`config.mk`:
```
export PLATFORM = sky130hd
export DESIGN_NAME = rsp_queue
export DESIGN_NICKNAME = d
export VERILOG_FILES = /design/src/design/rsp_pkg.sv /design/src/design/rsp_queue.sv
export SDC_FILE = /design/constraint.sdc
export NUM_CORES = 1
export LEC_CHECK = 0
export ABC_AREA = 1
export BUFFER_PORTS_ARGS = -buffer_cell sky130_fd_sc_hd__buf_2
export CORE_MARGIN = 8
export CORE_UTILIZATION = 50
export CTS_CLUSTER_DIAMETER = 150
export DETAILED_ROUTE_END_ITERATION = 8
export PLACE_DENSITY = 0.73
export SYNTH_ARGS = -nofsm -noshare
export SYNTH_HDL_FRONTEND = slang
export SYNTH_SLANG_ARGS = --single-unit
```
`constraint.sdc`:
```
create_clock -name clk -period 43.3 [get_ports clk]
set_input_delay 6.495 -clock clk [delete_from_list [all_inputs] [get_ports clk]]
set_output_delay 6.495 -clock clk [all_outputs]
set_load 0.005 [all_outputs]
```
`src/design/rsp_pkg.sv`:
```
//------------------------------------------------------------------------------
// rsp_pkg
// Shared types and constants for the ray versus square plane patch block.
//------------------------------------------------------------------------------
package rsp_pkg;

	localparam int TW = 31;
	localparam int QW = 48;
	localparam int QUEUE_DEPTH = 4;

	typedef enum logic [1:0] {
		REASON_HIT      = 2'd0,
		REASON_PARALLEL = 2'd1,
		REASON_BEHIND   = 2'd2,
		REASON_OUTSIDE  = 2'd3
	} reason_t;

	typedef enum logic [2:0] {
		REG_ORIGIN_X = 3'd0,
		REG_ORIGIN_Y = 3'd1,
		REG_ORIGIN_Z = 3'd2,
		REG_NORMAL   = 3'd3,
		REG_AXIS     = 3'd4,
		REG_SIDE     = 3'd5,
		REG_LIMIT    = 3'd6
	} reg_idx_t;

	typedef struct packed {
		logic signed [31:0] ox;
		logic signed [31:0] oy;
		logic signed [31:0] oz;
		logic signed [31:0] dx;
		logic signed [31:0] dy;
		logic signed [31:0] dz;
		logic               reject;
		reason_t            reason;
		logic [48:0]        an;
		logic [47:0]        ad;
	} front_req_t;

	typedef struct packed {
		logic signed [31:0] px;
		logic signed [31:0] py;
		logic signed [31:0] pz;
		logic [47:0]        normal;
		logic [47:0]        axis;
		logic [30:0]        side;
		logic [15:0]        limit;
	} cfg_t;

endpackage

```
`src/design/rsp_queue.sv`:
```
//------------------------------------------------------------------------------
// rsp_queue
// Small first-in first-out queue that decouples the front from the back.
//------------------------------------------------------------------------------
module rsp_queue #(
	parameter int DEPTH = rsp_pkg::QUEUE_DEPTH
) (
	input  logic                clk,
	input  logic                arst_n,
	input  logic                in_valid,
	output logic                in_ready,
	input  rsp_pkg::front_req_t in_req,
	output logic                out_valid,
	input  logic                out_ready,
	output rsp_pkg::front_req_t out_req
);
	import rsp_pkg::*;

	localparam int AW = (DEPTH > 1) ? $clog2(DEPTH) : 1;

	front_req_t      mem_q [DEPTH];
	logic [AW-1:0]   wp_q, rp_q;
	logic [AW:0]     cnt_q;
	logic            push, pop;

	assign in_ready  = cnt_q != (AW+1)'(DEPTH);
	assign out_valid = cnt_q != '0;
	assign push = in_valid && in_ready;
	assign pop  = out_valid && out_ready;
	assign out_req = mem_q[rp_q];

	always_ff @(posedge clk) begin
		if (push) begin
			mem_q[wp_q] <= in_req;
		end
	end

	always_ff @(posedge clk or negedge arst_n) begin
		if (!arst_n) begin
			wp_q <= '0; rp_q <= '0; cnt_q <= '0;
		end else begin
			if (push) begin
				wp_q <= (wp_q == AW'(DEPTH-1)) ? '0 : AW'(wp_q + 1'b1);
			end
			if (pop) begin
				rp_q <= (rp_q == AW'(DEPTH-1)) ? '0 : AW'(rp_q + 1'b1);
			end
			cnt_q <= cnt_q + (AW+1)'(push) - (AW+1)'(pop);
		end
	end

	ap_bound: assert property (@(posedge clk) disable iff (!arst_n)
		cnt_q <= (AW+1)'(DEPTH))
		else $error("queue count out of range");
	ap_cnt: assert property (@(posedge clk) disable iff (!arst_n)
		push && !pop |=> cnt_q == $past(cnt_q) + 1'b1)
		else $error("queue count not advanced");
	ap_drop: assert property (@(posedge clk) disable iff (!arst_n)
		pop && !push |=> cnt_q == $past(cnt_q) - 1'b1)
		else $error("queue count not reduced");

endmodule

```
==> summary.log <==
qor: run_status.outcome completed
qor: hold_path.hold_path.class flop to flop
qor: synthesis.yosysTopAreaCell sky130_fd_sc_hd__edfxtp_1
qor: cts.cts-hold-fix-buffers 0
qor: sta.skew 0.0269 ns
qor: cells_and_area.area_growth_syn_to_layout 15.6%
qor: setup_path.timing.critical_path.max_delay_family buffers and inverters
qor: synthesis.ys_seq_elements 1175
qor: die.height_of_the_die 324 um
qor: grt.grt_overflow 0
qor: setup_path.crit_path_capture_type primary output
qor: grt.antenna_found_initial 35
qor: setup_path.timing.critical_path.arrival 6.60 ns
qor: cells_and_area.final_cell_mix sky130_fd_sc_hd__edfxtp_1, sky130_fd_sc_hd__nand2_1, sky130_fd_sc_hd__inv_1
qor: cts.insertion_delay_to_the_later_sink_of_the_worst_skew_pair 0.69 ns
qor: sta.final_critical_path_setup_slack 30.20 ns
qor: setup_path.worst-path-buf-inv 6
qor: die.std_cell_rows 113
qor: placement.place.port_buffers 589
qor: routing.firstDrtPassIters 5
qor: cells_and_area.post_route_cells_drive_above_1_share 23.5%
qor: pwr.power_density 67.8 mW/mm2
qor: cells_and_area.fin_nets 4313
qor: cts.clockRootBuffer sky130_fd_sc_hd__clkbuf_16
qor: placement.dpl-instance-area 0.0511 mm2
qor: synthesis.mappedNetlistArea 0.0475 mm2
qor: setup_path.crit_path_top_delay_cell sky130_fd_sc_hd__dfrtp_4
qor: synthesis.synth.avg_cell_area 13.7 um2
qor: synthesis.synthesis.nets 3769
qor: sta.final-max-slew-violation-count 0
qor: setup_path.worstPathRequired 36.81 ns
qor: die.initial_core_util 50.2%
qor: die.dieArea 0.105 mm2
qor: placement.dp.cells 5157
qor: routing.wire_per_inst 19.3 um
qor: cts.cts_post_setup_buffers_inserted 0
qor: grt.grt_start_max_net_pins 209
qor: die.die-width 324 um
qor: sta.rsz0062_at_grt no
qor: cells_and_area.post-route-cell-area 0.0549 mm2
qor: cells_and_area.storage_element_area 0.0353 mm2
qor: pwr.power_leakage 0.0217 uW
qor: sta.slew_headroom 21.1%
qor: setup_path.worst-setup-path-type flop to primary output
qor: routing.drt_iter0_markers 1988
qor: routing.finalWirelength 104000 um
qor: sta.fmax 76.3 MHz
qor: setup_path.crit_path_start_kind flop
qor: routing.ant_nets 0
qor: synthesis.post_synth_inst_count 3465
qor: sta.fin_crit 13.10 ns
qor: setup_path.critical_path.cell_chain buf_4 > buf_4 > buf_4 > buf_4 > buf_4 > nand2_1 > o211ai_1 > nand2_1 > buf_2
qor: placement.hpwl_after_detailed_placement 64300 um
qor: cts.cts.sinks 1175
qor: routing.route.detailed.vias_per_inst 5.12
qor: cts.clock_transition_at_path_regs 0.06 ns
qor: synthesis.synth_largest_type_area_fraction 73.9%
qor: synthesis.synth.yosys.warnings 0
qor: cells_and_area.layout_commonest_cell sky130_fd_sc_hd__edfxtp_1
qor: die.io-pin-count 590
qor: synthesis.synth.distinct_cells 15
qor: sta.hold_violations 0
qor: setup_path.path_common_cell sky130_fd_sc_hd__buf_4
qor: sta.whs 0.522 ns
qor: setup_path.max_stage_delay 1.03 ns
qor: placement.globalplace.congestion 0.764
qor: sta.fin_crit_sh 30.3%
qor: cells_and_area.fillerInstances 7225
qor: grt.first_global_vias 27100
qor: grt.grt_first_pass_wirelength 156000 um
qor: synthesis.synth_sequential_area_ratio 74.3%
qor: cells_and_area.layoutNonFillerInstCount 5395
qor: setup_path.critical_path_peak_fanout 117
qor: synthesis.synth_top_cells_by_area sky130_fd_sc_hd__edfxtp_1, sky130_fd_sc_hd__nand2_1, sky130_fd_sc_hd__o211ai_1
qor: cells_and_area.multiInputGateArea 0.00877 mm2
qor: cts.clock_tree_from_tritoncts built
qor: job.drv_cap 0
qor: die.design.core.area 0.0946 mm2
qor: cts.htree_num_levels 3
qor: cts.ctsResizeCount 0
qor: placement.dp_worst_setup_slack 31.03 ns
qor: routing.post-route-drc-count 0
qor: grt.gr-usage-all-layers 19.2%
qor: sta.final_setup_viols 0
qor: routing.detailroute.via_count 27600
qor: cts.max-clock-path-buffers 3
qor: cts.cts_made_buffers 115
qor: sta.max_slew.worst_pin.slew 1.18 ns
qor: pwr.ir_drop 0.0584 mV
qor: sta.total_negative_setup_slacks 0 ns
cell type report:
class                   instances  area share, %
flip-flops and latches       1175           64.3
multi-input cells            1497           16.0
repair buffers                622           5.96
clock buffers                 142           5.58
inverters                     598           4.10
well taps                    1265           2.88
clock inverters                72           1.13
diodes                         24          0.109
stage by stage:
step           utilization [%]  total power [uW]
6_report                  58.0              3720
5_1_grt                   58.0              3920
4_1_cts                   57.9              3760
3_5_place_dp              54.1              2790
3_3_place_gp              54.1              2770
2_1_floorplan                -              2440
final timing paths:
check                                 to     start  slack (ns)  cells after the start
setup reg to reg           mem_q[2][135]  cnt_q[1]       38.76                      7
hold reg to reg                 cnt_q[0]  cnt_q[0]        0.52                      1
max in group asynchronous        rp_q[1]    arst_n       37.46                      1
min in group asynchronous        rp_q[0]    arst_n        5.65                      1
hold / removal                  cnt_q[0]  cnt_q[0]        0.52                      1
setup / recovery             out_req[92]   rp_q[0]       30.20                      9
cell usage after synthesis:
| cell | instances |
|---|---|
| sky130_fd_sc_hd__o211ai_1 | 415 |
| sky130_fd_sc_hd__inv_1 | 597 |
| sky130_fd_sc_hd__o211ai_2 | 169 |
| sky130_fd_sc_hd__edfxtp_1 | 1168 |
| sky130_fd_sc_hd__nand2_1 | 893 |
| sky130_fd_sc_hd__nor2_1 | 7 |
| sky130_fd_sc_hd__buf_2 | 130 |
| sky130_fd_sc_hd__clkbuf_1 | 12 |
| sky130_fd_sc_hd__inv_2 | 1 |
| sky130_fd_sc_hd__dfrtp_1 | 7 |
| sky130_fd_sc_hd__ha_1 | 7 |
| sky130_fd_sc_hd__nand3_1 | 5 |
| sky130_fd_sc_hd__buf_6 | 35 |
| sky130_fd_sc_hd__fa_1 | 1 |
| sky130_fd_sc_hd__buf_4 | 18 |
worst register-to-register path: stages (launching register included):
cell                      delay (ns)
sky130_fd_sc_hd__dfrtp_1        0.42
sky130_fd_sc_hd__nor2_1         0.08
sky130_fd_sc_hd__nand2_1        0.13
sky130_fd_sc_hd__nand2_1        0.30
sky130_fd_sc_hd__nor2_4         0.67
sky130_fd_sc_hd__buf_4          0.78
sky130_fd_sc_hd__buf_4          0.92
sky130_fd_sc_hd__buf_4          0.79
where the power goes:
group          internal [uW]  total [uW]  switching (uW)
clock                    560         966             406
sequential              1490        1570            70.6
combinational            396        1190             791
routing by layer:
layer | vias to the layer above | global-route usage, % | routed length (um)
li1 | 13200 | - | -
met1 | 13400 | 22.5 | 39400
met2 | 793 | 32.9 | 52700
met3 | 222 | 4.96 | 7230
met4 | 22 | 8.78 | 4530
met5 | - | 0 | 140
registers in the layout (all words and copies together) (netlist names):
| name | count |
|---|---|
| cnt_q | 3 |
| mem_q | 1168 |
| rp_q | 2 |
| wp_q | 2 |
logic make-up (layout without fill, tap and decap cells):
group                      after synthesis  after routing  synth area share (%)
adders and majority gates                8              8                 0.227
and+or+nand+nor                        905            905                  7.17
other                                    0             24                     0
AOI/OAI and AO/OA                      584            584                  11.0
buffers and inverters                  793           1434                  7.31
DFF                                   1175           1175                  74.3
(Power assumes the default switching activity.)
